$ cat src/rtl/des_pkg.sv
`timescale 1ns / 1ps
package des_pkg;

  localparam int unsigned BlockW   = 64;
  localparam int unsigned HalfW    = 32;
  localparam int unsigned KeyHalfW = 28;
  localparam int unsigned RoundKeyW = 48;
  localparam int unsigned NumRounds = 16;
  localparam int unsigned DefRoundsPerStage = 1;

  typedef logic [BlockW-1:0]    block_t;
  typedef logic [HalfW-1:0]     half_t;
  typedef logic [KeyHalfW-1:0]  khalf_t;
  typedef logic [RoundKeyW-1:0] rkey_t;

  // Round-stage payload: halves plus the key halves after this round's rotate
  typedef struct packed {
    half_t  l;
    half_t  r;
    khalf_t c;
    khalf_t d;
  } rnd_data_t;

  typedef logic [5:0] tab6_t;

  function automatic logic [1:0] shift_amt(input logic [3:0] rnd);
    case (rnd)
      4'd0, 4'd1, 4'd8, 4'd15: shift_amt = 2'd1;
      default:                 shift_amt = 2'd2;
    endcase
  endfunction

  function automatic khalf_t rot28(input khalf_t v, input logic [1:0] s);
    rot28 = (s == 2'd1) ? {v[KeyHalfW-2:0], v[KeyHalfW-1]}
                        : {v[KeyHalfW-3:0], v[KeyHalfW-1:KeyHalfW-2]};
  endfunction

  // Generic bit selection: DES position p (1 = MSB of a w-bit word)
  function automatic block_t ip_perm(input block_t s);
    localparam int T [64] = '{
      58,50,42,34,26,18,10,2, 60,52,44,36,28,20,12,4,
      62,54,46,38,30,22,14,6, 64,56,48,40,32,24,16,8,
      57,49,41,33,25,17,9,1,  59,51,43,35,27,19,11,3,
      61,53,45,37,29,21,13,5, 63,55,47,39,31,23,15,7};
    block_t r;
    r = '0;
    for (int i = 0; i < 64; i++) r[63-i] = s[64-T[i]];
    return r;
  endfunction

  function automatic block_t fp_perm(input block_t s);
    localparam int T [64] = '{
      40,8,48,16,56,24,64,32, 39,7,47,15,55,23,63,31,
      38,6,46,14,54,22,62,30, 37,5,45,13,53,21,61,29,
      36,4,44,12,52,20,60,28, 35,3,43,11,51,19,59,27,
      34,2,42,10,50,18,58,26, 33,1,41,9,49,17,57,25};
    block_t r;
    r = '0;
    for (int i = 0; i < 64; i++) r[63-i] = s[64-T[i]];
    return r;
  endfunction

  function automatic logic [55:0] pc1_perm(input block_t s);
    localparam int T [56] = '{
      57,49,41,33,25,17,9,  1,58,50,42,34,26,18,
      10,2,59,51,43,35,27,  19,11,3,60,52,44,36,
      63,55,47,39,31,23,15, 7,62,54,46,38,30,22,
      14,6,61,53,45,37,29,  21,13,5,28,20,12,4};
    logic [55:0] r;
    r = '0;
    for (int i = 0; i < 56; i++) r[55-i] = s[64-T[i]];
    return r;
  endfunction

  function automatic rkey_t pc2_perm(input logic [55:0] s);
    localparam int T [48] = '{
      14,17,11,24,1,5,   3,28,15,6,21,10,
      23,19,12,4,26,8,   16,7,27,20,13,2,
      41,52,31,37,47,55, 30,40,51,45,33,48,
      44,49,39,56,34,53, 46,42,50,36,29,32};
    rkey_t r;
    r = '0;
    for (int i = 0; i < 48; i++) r[47-i] = s[56-T[i]];
    return r;
  endfunction

  function automatic rkey_t e_perm(input half_t s);
    localparam int T [48] = '{
      32,1,2,3,4,5,     4,5,6,7,8,9,
      8,9,10,11,12,13,  12,13,14,15,16,17,
      16,17,18,19,20,21, 20,21,22,23,24,25,
      24,25,26,27,28,29, 28,29,30,31,32,1};
    rkey_t r;
    r = '0;
    for (int i = 0; i < 48; i++) r[47-i] = s[32-T[i]];
    return r;
  endfunction

  function automatic half_t p_perm(input half_t s);
    localparam int T [32] = '{
      16,7,20,21,29,12,28,17, 1,15,23,26,5,18,31,10,
      2,8,24,14,32,27,3,9,    19,13,30,6,22,11,4,25};
    half_t r;
    r = '0;
    for (int i = 0; i < 32; i++) r[31-i] = s[32-T[i]];
    return r;
  endfunction

  localparam logic [3:0] SBOX [8][64] = '{
    '{4'd14,4'd4,4'd13,4'd1,4'd2,4'd15,4'd11,4'd8,4'd3,4'd10,4'd6,4'd12,4'd5,4'd9,4'd0,4'd7,
      4'd0,4'd15,4'd7,4'd4,4'd14,4'd2,4'd13,4'd1,4'd10,4'd6,4'd12,4'd11,4'd9,4'd5,4'd3,4'd8,
      4'd4,4'd1,4'd14,4'd8,4'd13,4'd6,4'd2,4'd11,4'd15,4'd12,4'd9,4'd7,4'd3,4'd10,4'd5,4'd0,
      4'd15,4'd12,4'd8,4'd2,4'd4,4'd9,4'd1,4'd7,4'd5,4'd11,4'd3,4'd14,4'd10,4'd0,4'd6,4'd13},
    '{4'd15,4'd1,4'd8,4'd14,4'd6,4'd11,4'd3,4'd4,4'd9,4'd7,4'd2,4'd13,4'd12,4'd0,4'd5,4'd10,
      4'd3,4'd13,4'd4,4'd7,4'd15,4'd2,4'd8,4'd14,4'd12,4'd0,4'd1,4'd10,4'd6,4'd9,4'd11,4'd5,
      4'd0,4'd14,4'd7,4'd11,4'd10,4'd4,4'd13,4'd1,4'd5,4'd8,4'd12,4'd6,4'd9,4'd3,4'd2,4'd15,
      4'd13,4'd8,4'd10,4'd1,4'd3,4'd15,4'd4,4'd2,4'd11,4'd6,4'd7,4'd12,4'd0,4'd5,4'd14,4'd9},
    '{4'd10,4'd0,4'd9,4'd14,4'd6,4'd3,4'd15,4'd5,4'd1,4'd13,4'd12,4'd7,4'd11,4'd4,4'd2,4'd8,
      4'd13,4'd7,4'd0,4'd9,4'd3,4'd4,4'd6,4'd10,4'd2,4'd8,4'd5,4'd14,4'd12,4'd11,4'd15,4'd1,
      4'd13,4'd6,4'd4,4'd9,4'd8,4'd15,4'd3,4'd0,4'd11,4'd1,4'd2,4'd12,4'd5,4'd10,4'd14,4'd7,
      4'd1,4'd10,4'd13,4'd0,4'd6,4'd9,4'd8,4'd7,4'd4,4'd15,4'd14,4'd3,4'd11,4'd5,4'd2,4'd12},
    '{4'd7,4'd13,4'd14,4'd3,4'd0,4'd6,4'd9,4'd10,4'd1,4'd2,4'd8,4'd5,4'd11,4'd12,4'd4,4'd15,
      4'd13,4'd8,4'd11,4'd5,4'd6,4'd15,4'd0,4'd3,4'd4,4'd7,4'd2,4'd12,4'd1,4'd10,4'd14,4'd9,
      4'd10,4'd6,4'd9,4'd0,4'd12,4'd11,4'd7,4'd13,4'd15,4'd1,4'd3,4'd14,4'd5,4'd2,4'd8,4'd4,
      4'd3,4'd15,4'd0,4'd6,4'd10,4'd1,4'd13,4'd8,4'd9,4'd4,4'd5,4'd11,4'd12,4'd7,4'd2,4'd14},
    '{4'd2,4'd12,4'd4,4'd1,4'd7,4'd10,4'd11,4'd6,4'd8,4'd5,4'd3,4'd15,4'd13,4'd0,4'd14,4'd9,
      4'd14,4'd11,4'd2,4'd12,4'd4,4'd7,4'd13,4'd1,4'd5,4'd0,4'd15,4'd10,4'd3,4'd9,4'd8,4'd6,
      4'd4,4'd2,4'd1,4'd11,4'd10,4'd13,4'd7,4'd8,4'd15,4'd9,4'd12,4'd5,4'd6,4'd3,4'd0,4'd14,
      4'd11,4'd8,4'd12,4'd7,4'd1,4'd14,4'd2,4'd13,4'd6,4'd15,4'd0,4'd9,4'd10,4'd4,4'd5,4'd3},
    '{4'd12,4'd1,4'd10,4'd15,4'd9,4'd2,4'd6,4'd8,4'd0,4'd13,4'd3,4'd4,4'd14,4'd7,4'd5,4'd11,
      4'd10,4'd15,4'd4,4'd2,4'd7,4'd12,4'd9,4'd5,4'd6,4'd1,4'd13,4'd14,4'd0,4'd11,4'd3,4'd8,
      4'd9,4'd14,4'd15,4'd5,4'd2,4'd8,4'd12,4'd3,4'd7,4'd0,4'd4,4'd10,4'd1,4'd13,4'd11,4'd6,
      4'd4,4'd3,4'd2,4'd12,4'd9,4'd5,4'd15,4'd10,4'd11,4'd14,4'd1,4'd7,4'd6,4'd0,4'd8,4'd13},
    '{4'd4,4'd11,4'd2,4'd14,4'd15,4'd0,4'd8,4'd13,4'd3,4'd12,4'd9,4'd7,4'd5,4'd10,4'd6,4'd1,
      4'd13,4'd0,4'd11,4'd7,4'd4,4'd9,4'd1,4'd10,4'd14,4'd3,4'd5,4'd12,4'd2,4'd15,4'd8,4'd6,
      4'd1,4'd4,4'd11,4'd13,4'd12,4'd3,4'd7,4'd14,4'd10,4'd15,4'd6,4'd8,4'd0,4'd5,4'd9,4'd2,
      4'd6,4'd11,4'd13,4'd8,4'd1,4'd4,4'd10,4'd7,4'd9,4'd5,4'd0,4'd15,4'd14,4'd2,4'd3,4'd12},
    '{4'd13,4'd2,4'd8,4'd4,4'd6,4'd15,4'd11,4'd1,4'd10,4'd9,4'd3,4'd14,4'd5,4'd0,4'd12,4'd7,
      4'd1,4'd15,4'd13,4'd8,4'd10,4'd3,4'd7,4'd4,4'd12,4'd5,4'd6,4'd11,4'd0,4'd14,4'd9,4'd2,
      4'd7,4'd11,4'd4,4'd1,4'd9,4'd12,4'd14,4'd2,4'd0,4'd6,4'd10,4'd13,4'd15,4'd3,4'd5,4'd8,
      4'd2,4'd1,4'd14,4'd7,4'd4,4'd10,4'd8,4'd13,4'd15,4'd12,4'd9,4'd0,4'd3,4'd5,4'd6,4'd11}};

  function automatic half_t feistel(input half_t r, input rkey_t k);
    rkey_t x;
    half_t s;
    tab6_t six;
    x = e_perm(r) ^ k;
    s = '0;
    for (int i = 0; i < 8; i++) begin
      six = x[47-6*i -: 6];
      s[31-4*i -: 4] = SBOX[i][{six[5], six[0], six[4:1]}];
    end
    return p_perm(s);
  endfunction

endpackage

$ cat src/rtl/des_round.sv
`timescale 1ns / 1ps
// One Feistel round with its key-schedule rotate, registered at the output.
module des_round import des_pkg::*; #(
  parameter logic [3:0] Rnd = 4'd0
) (
  input  logic      clk,
  input  logic      rst_n,
  input  logic      en,
  input  logic      vld_in,
  input  rnd_data_t d_in,
  output logic      vld_out,
  output rnd_data_t d_out
);
  rnd_data_t d_nxt, d_r;
  logic      vld_r;
  khalf_t    c_rot, d_rot;

  always_comb begin
    c_rot = rot28(d_in.c, shift_amt(Rnd));
    d_rot = rot28(d_in.d, shift_amt(Rnd));
    d_nxt.c = c_rot;
    d_nxt.d = d_rot;
    d_nxt.l = d_in.r;
    d_nxt.r = d_in.l ^ feistel(d_in.r, pc2_perm({c_rot, d_rot}));
  end

  always_ff @(posedge clk) begin
    if (!rst_n) begin
      vld_r <= 1'b0;
    end else if (en) begin
      vld_r <= vld_in;
    end
  end

  always_ff @(posedge clk) begin
    if (en) begin
      d_r <= d_nxt;
    end
  end

  assign vld_out = vld_r;
  assign d_out   = d_r;
endmodule

$ cat config.mk
export PLATFORM = sky130hd
export DESIGN_NAME = des_round
export DESIGN_NICKNAME = d
export VERILOG_FILES = /design/src/rtl/des_pkg.sv /design/src/rtl/des_round.sv
export SDC_FILE = /design/constraint.sdc
export NUM_CORES = 1
export LEC_CHECK = 0
export BUFFER_PORTS_ARGS = -buffer_cell sky130_fd_sc_hd__buf_4
export CAP_MARGIN = 10
export CORE_ASPECT_RATIO = 0.5
export CORE_MARGIN = 5
export CORE_UTILIZATION = 30
export DETAILED_ROUTE_END_ITERATION = 16
export PLACE_DENSITY = 0.51
export SLEW_MARGIN = 20
export SYNTH_ARGS = -nofsm -noshare
export SYNTH_HDL_FRONTEND = slang
export SYNTH_SLANG_ARGS = --single-unit
$ cat constraint.sdc
create_clock -name clk -period 5.55 [get_ports clk]
set_input_delay 0.555 -clock clk [delete_from_list [all_inputs] [get_ports clk]]
set_output_delay 0.555 -clock clk [all_outputs]
set_load 0.05 [all_outputs]
==> results of run 1 <==
-- sequential cells by signal, summed over array words and instances (netlist names) --
| signal | count |
|---|---|
| d_out | 120 |
| vld_out | 1 |
-- cells by family after synthesis --
logic type | after synthesis
compound gates | 205
simple gates | 187
xor+xnor | 124
flops | 121
buf+inv | 74
fa+ha+maj | 62
mux | 60
-- path summary, 6_finish.rpt --
kind,slack [ns],cells past startpoint,to,start
worst max-delay path,2.62,9,d_out[84],d_in[10]
worst min-delay path,0.30,1,d_out[2],d_in[1]
worst max register to register,4.95,2,vld_out,vld_out
worst min register to register,0.54,2,vld_out,vld_out
-- layout by cell type (no fill, tap or decap), types with 8 or more instances in the layout --
cell type	instances
buf_4	258
edfxtp_1	120
ha_1	62
xnor2_1	60
nor2_1	58
nand2_1	55
xor2_1	51
a21oi_1	35
o21ai_0	34
inv_1	33
o211ai_1	31
mux2i_1	30
nand3_1	30
nor3_1	28
mux4_2	27
a211oi_1	17
clkbuf_16	17
a31oi_1	12
o2111ai_1	10
o311ai_0	8
-- area by class of cell --
cell class,instances,share of cell area [%]
multi-input cells,638,43.3
flip-flops and latches,121,30.2
repair buffers,259,16.2
well taps,399,4.16
clock buffers,18,3.58
clock inverters,14,1.30
inverters,38,1.21
-- power by group through the flow --
stage,Sequential [mW],Combinational [mW],Clock [mW]
2_1_floorplan,1.56,0.715,0
3_3_place_gp,1.19,1.54,0
3_5_place_dp,1.19,1.55,0
4_1_cts,1.17,1.56,1.16
5_1_grt,1.18,1.67,1.20
6_report,1.17,1.56,1.13
-- metal layers --
layer / track usage (%) / share of wire, % / up-vias
met5: 0 / 0 / -
met4: 4.19 / 1.9 / 0
met3: 3.43 / 3.9 / 30
met2: 27.2 / 53 / 180
met1: 18.0 / 41 / 3738
li1: - / - / 3649
-- stage by stage --
step                      setup WS, ns  hold WS (ns)  util (%)
after floorplan                   2.59         0.654         -
after global placement            2.27         0.507      37.8
after detailed placement          2.20         0.520      37.8
after CTS                         2.67         0.274      39.7
after global routing              2.43         0.272      39.8
final                             2.62         0.302      39.8
-- critical path, delay by kind of cell --
kind | cells | cell delay [ns]
AOI/OAI and AO/OA | 2 | 0.45
and+or+nand+nor | 2 | 0.40
xor gates and xnor gates | 2 | 0.84
buffers and inverters | 2 | 0.51
adders and majority gates | 1 | 0.35
==> flow_metrics.py, run 1 <==
metrics = {
    "cells_and_area": {
        "nNetsFinal": 1261,
        "nFillCells": 2917,
        "area_growth_pct": 31.9,
        "n_antenna_cell": 0,
        "register_area_um2": 3620,
        "multi_input_area_um2": 5190,
        "fin_area_um2": 12000,
        "drive_gt1_share_pct": 30.6,
        "final_cells": 1487,
    },
    "yosys": {
        "synth-compound-area-share_pct": 15.7,
        "async_flop_share_pct": 0,
        "synth.avg_cell_area_um2": 10.9,
        "synth_top_area_share_pct": 39.6,
        "yosysMostFrequentCell": "edfxtp_1",
        "synth-edff-count": 120,
        "ys.flop_type": "edfxtp_1",
        "ys_warn_count": 0,
        "synth_fa_ha_area_share_pct": 8.53,
        "synth_commonest_cells": "120 x edfxtp_1, 62 x ha_1, 61 x xnor2_1",
        "syn_nets": 1019,
        "synthTopCellsByArea": "edfxtp_1 40%, ha_1 8.5%, mux4_2 6.7%",
        "yosys.area.top_type": "edfxtp_1",
        "yosysSeqAreaShare_pct": 39.9,
        "synth.distinct_cells": 61,
        "synth_top_family_by_area": "compound AO/OA/AOI/OAI gates",
        "ys_ff_latch": 121,
        "netlist_area_um2": 9090,
        "synthMuxAreaShare_pct": 10.5,
        "syn_inst": 833,
        "synth-xor-area-share_pct": 13.1,
        "synth-simple-area-share_pct": 8.96,
    },
    "worst_setup_path": {
        "path_common_cell": "xor2_1",
        "endpoint_kind": "flop",
        "cp.required_ns": 5.72,
        "crit_slowest_cell": "xor2_1",
        "path_cells": "buf_4, xor2_1, inv_1, ha_1, and2_1, o311ai_0, a21oi_1, nor3_1, xor2_1",
        "start_kind": "input port",
        "cpPeakStageDelay_ns": 0.74,
        "arrival_ns": 3.10,
        "worstSetupPathType": "in2reg",
        "cp_max_fo": 10,
    },
    "routing": {
        "drt_iter0_markers": 520,
        "vias_per_cell": 5.11,
        "ant_nets": 0,
        "drt_wl_total_mm": 26.4,
        "first_pass_iters": 5,
        "wire_per_inst_um": 17.8,
        "drc": 0,
        "num_vias": 7597,
    },
    "sta": {
        "fmax_mhz": 341,
        "maxSlewViolCount": 0,
        "fin_skew_ns": 0,
        "fin_crit_sh_pct": 52.9,
        "slew_headroom_pct": 25.4,
        "final-setup-viol-count": 0,
        "finalCriticalPeriod_ns": 2.93,
        "finalHoldViolCount": 0,
        "worst_pin_slew_ns": 1.12,
        "fin_setup_tns_ns": 0,
        "rsz0062_at_grt": "no",
    },
    "cts": {
        "clkTransAtPathRegs_ns": 0.06,
        "clk_latency_ns": 0.43,
        "cts_root_buffer": "clkbuf_16",
        "cts_buffer_depth": 2,
        "htree_levels": 4,
        "ctsHoldBuffers": 0,
        "clock_sinks": 121,
        "cts_setup_buffers": 0,
        "cts_buffers": 17,
        "post_cts_resized": 0,
        "cts_tree": "yes",
    },
    "grt": {
        "grt_pass1_vias": 7427,
        "antenna_found_initial": 0,
        "grt-ovfl-total": 0,
        "grt_max_degree": 80,
        "grt_first_pass_wirelength_mm": 41.4,
        "grt.total_usage_pct": 15.0,
    },
    "pwr": {
        "cell_internal_pwr_mw": 2.41,
        "power.total_mw": 3.85,
        "p_comb_share_pct": 40.4,
        "power.switching_mw": 1.45,
        "power.leakage_nw": 4.78,
        "seqPwrFrac_pct": 30.4,
        "power_density_nw_per_um2": 321,
        "clock_power_share_pct": 29.2,
        "ir_drop_mv": 0.224,
        "power.share.switching_pct": 37.5,
    },
    "run": {
        "drv_cap": 0,
    },
    "placement": {
        "dp_hpwl_mm": 19.6,
        "placed_cells": 1455,
        "port_buffers": 244,
        "place.gp.congestion": 0.841,
        "placed_area_um2": 11400,
    },
    "die": {
        "rows": 45,
        "die_w_um": 256,
        "core_area_um2": 30100,
        "die-area_um2": 34100,
        "die_h_um": 133,
        "ioPinCount": 245,
        "start_util_pct": 30.2,
    },
    "run_status": {
        "status": "complete, no violations",
    },
    "hold_path": {
        "hp-class": "in2reg",
    },
}
(Power assumes the default switching activity.)
==> run 2, diff against run 1 <==
clock period = 3 ns   (was 5.55 ns; I/O delays follow)
==> run 2 against run 1 <==
Wire length grew 0.44%. Largest power group unchanged. Global-route usage grew 0.15 points. Register-to-register slack lost 2.6 ns. Non-clock buffer count grew 48. Count of clock-buffer cells in the layout shrank 1. Die area is the same. Power grew 91%. Worst hold slack lost 0.27 ns. Sequential cell count is the same. First-iteration DRC count grew 18%. Sequential share of layout area shrank 0.94 points. Sequential power grew 85%.
==> flow_metrics.py, run 2 (same netlist as run 1, synthesis figures left out) <==
metrics = {
    "run_status": {
        "status": "complete, no violations",
    },
    "routing": {
        "first_pass_iters": 5,
        "drt_iter0_markers": 615,
        "vias_per_cell": 5.06,
        "wire_per_inst_um": 17.3,
        "num_vias": 7765,
        "drc": 0,
        "drt_wl_total_mm": 26.5,
        "ant_nets": 0,
    },
    "pwr": {
        "ir_drop_mv": 0.359,
        "power.leakage_nw": 5.02,
        "power_density_nw_per_um2": 596,
        "power.total_mw": 7.37,
    },
    "cells_and_area": {
        "final_common_cell": "buf_4",
        "final_cells": 1535,
        "n_antenna_cell": 0,
        "nFillCells": 2880,
        "largest_reg_flops": 120,
        "final_cell_mix": "306 x buf_4, 120 x edfxtp_1, 62 x ha_1",
        "area_growth_pct": 36.1,
        "register_area_um2": 3620,
        "fin_util_pct": 41.1,
        "nNetsFinal": 1309,
        "drive_gt1_share_pct": 33.6,
        "multi_input_area_um2": 5170,
        "fin_area_um2": 12400,
    },
    "run": {
        "drv_cap": 0,
    },
    "cts": {
        "cts_root_buffer": "clkbuf_16",
        "post_cts_resized": 0,
        "clock_sinks": 121,
        "cts_buffer_depth": 2,
        "cts_tree": "yes",
        "cts_buffers": 17,
        "cts_setup_buffers": 0,
        "clk_latency_ns": 0.43,
        "ctsHoldBuffers": 0,
        "htree_levels": 4,
        "clkTransAtPathRegs_ns": 0.07,
    },
    "sta": {
        "rsz0062_at_grt": "no",
        "setup_slack_ns": 0.832,
        "worst_pin_slew_ns": 0.818,
        "timing.hold.ws_ns": 0.0343,
        "slew_headroom_pct": 45.1,
        "fmax_mhz": 461,
        "maxSlewViolCount": 0,
        "finalHoldViolCount": 0,
        "finalCriticalPeriod_ns": 2.17,
        "final-setup-viol-count": 0,
        "fin_skew_ns": 0,
        "fin_crit_sh_pct": 72.3,
        "fin_setup_tns_ns": 0,
    },
    "die": {
        "ioPinCount": 245,
        "die-area_um2": 34100,
        "core_area_um2": 30100,
        "rows": 45,
        "die_w_um": 256,
        "die_h_um": 133,
        "start_util_pct": 30.2,
    },
    "worst_setup_path": {
        "arrival_ns": 2.36,
        "path_common_cell": "nor2_1",
        "cp_max_fo": 7,
        "reg2reg_depth": 2,
        "startpoint": "d_in[27]",
        "worstSetupPathType": "in2reg",
        "start_kind": "input port",
        "cp-endpoint": "d_out[81]",
        "cpPeakStageDelay_ns": 0.50,
        "path_cells": "buf_4, xor2_1, inv_1, ha_1, nor2_1, nor2_1, a2111oi_0, a41oi_1, xnor2_1",
        "cp.required_ns": 3.19,
        "reg2reg_slack_ns": 2.40,
        "r2r-end": "vld_out",
        "crit_slowest_cell": "xor2_1",
        "r2r-start": "vld_out",
        "endpoint_kind": "flop",
    },
    "grt": {
        "grt-ovfl-total": 0,
        "grt_max_degree": 56,
        "antenna_found_initial": 0,
        "grt_pass1_vias": 7647,
        "grt_first_pass_wirelength_mm": 42.1,
        "grt.total_usage_pct": 15.1,
    },
    "placement": {
        "place.gp.congestion": 0.855,
        "dp_hpwl_mm": 20.0,
        "placed_area_um2": 11800,
        "port_buffers": 244,
        "place_ws_ns": 0.302,
        "placed_cells": 1503,
    },
    "hold_path": {
        "hp-class": "in2reg",
    },
}
run 2: cell types whose count changed in the layout (fill, tap and decap cells not counted), moves of 2 or more:
cell	previous run	this run
xor2_1	51	53
clkinv_4	3	1
xor2_2	5	3
inv_6	0	3
clkinv_1	6	3
buf_4	258	306
run 2: routing by layer:
metal  GRT usage, %  routed length [um]  up-vias
met5              0                   0        -
met4           4.73                 493        0
met3           2.94                 772       32
met2           27.9               14300      164
met1           18.0               10900     3818
li1               -                   -     3751
run 2: worst min path at each step:
stage / from / endpoint / slack (ns) / cells past startpoint
CTS: d_in[17] / d_out[18] / 0.009 / 1
finish: d_in[17] / d_out[18] / 0.03 / 1
detailed placement: d_in[12] / d_out[13] / 0.48 / 1
global placement: d_in[46] / d_out[47] / 0.48 / 1
global route: d_in[17] / d_out[18] / 0.005 / 1
floorplan: d_in[27] / d_out[0] / 0.40 / 0
run 2: report_power, final:
part	internal [mW]	leakage, nW	total (mW)	switching (mW)
clock	1.39	0.297	2.23	0.842
combinational	1.13	3.54	2.97	1.84
sequential	2.11	1.18	2.17	0.0578
run 2: layout make-up:
| type | count | area share, % |
|---|---|---|
| clock inverter | 15 | 1.59 |
| tap | 399 | 4.03 |
| multi-input combinational | 638 | 41.8 |
| clock buffer | 17 | 3.44 |
| inverter | 38 | 1.17 |
| timing repair buffer | 307 | 18.7 |
| sequential | 121 | 29.3 |
run 2: worst max-delay path: cells and delay by family:
| family | cells | cell delay [ns] |
|---|---|---|
| compound gates | 2 | 0.54 |
| xor+xnor | 2 | 0.65 |
| fa+ha+maj | 1 | 0.30 |
| buf+inv | 2 | 0.35 |
| simple gates | 2 | 0.22 |
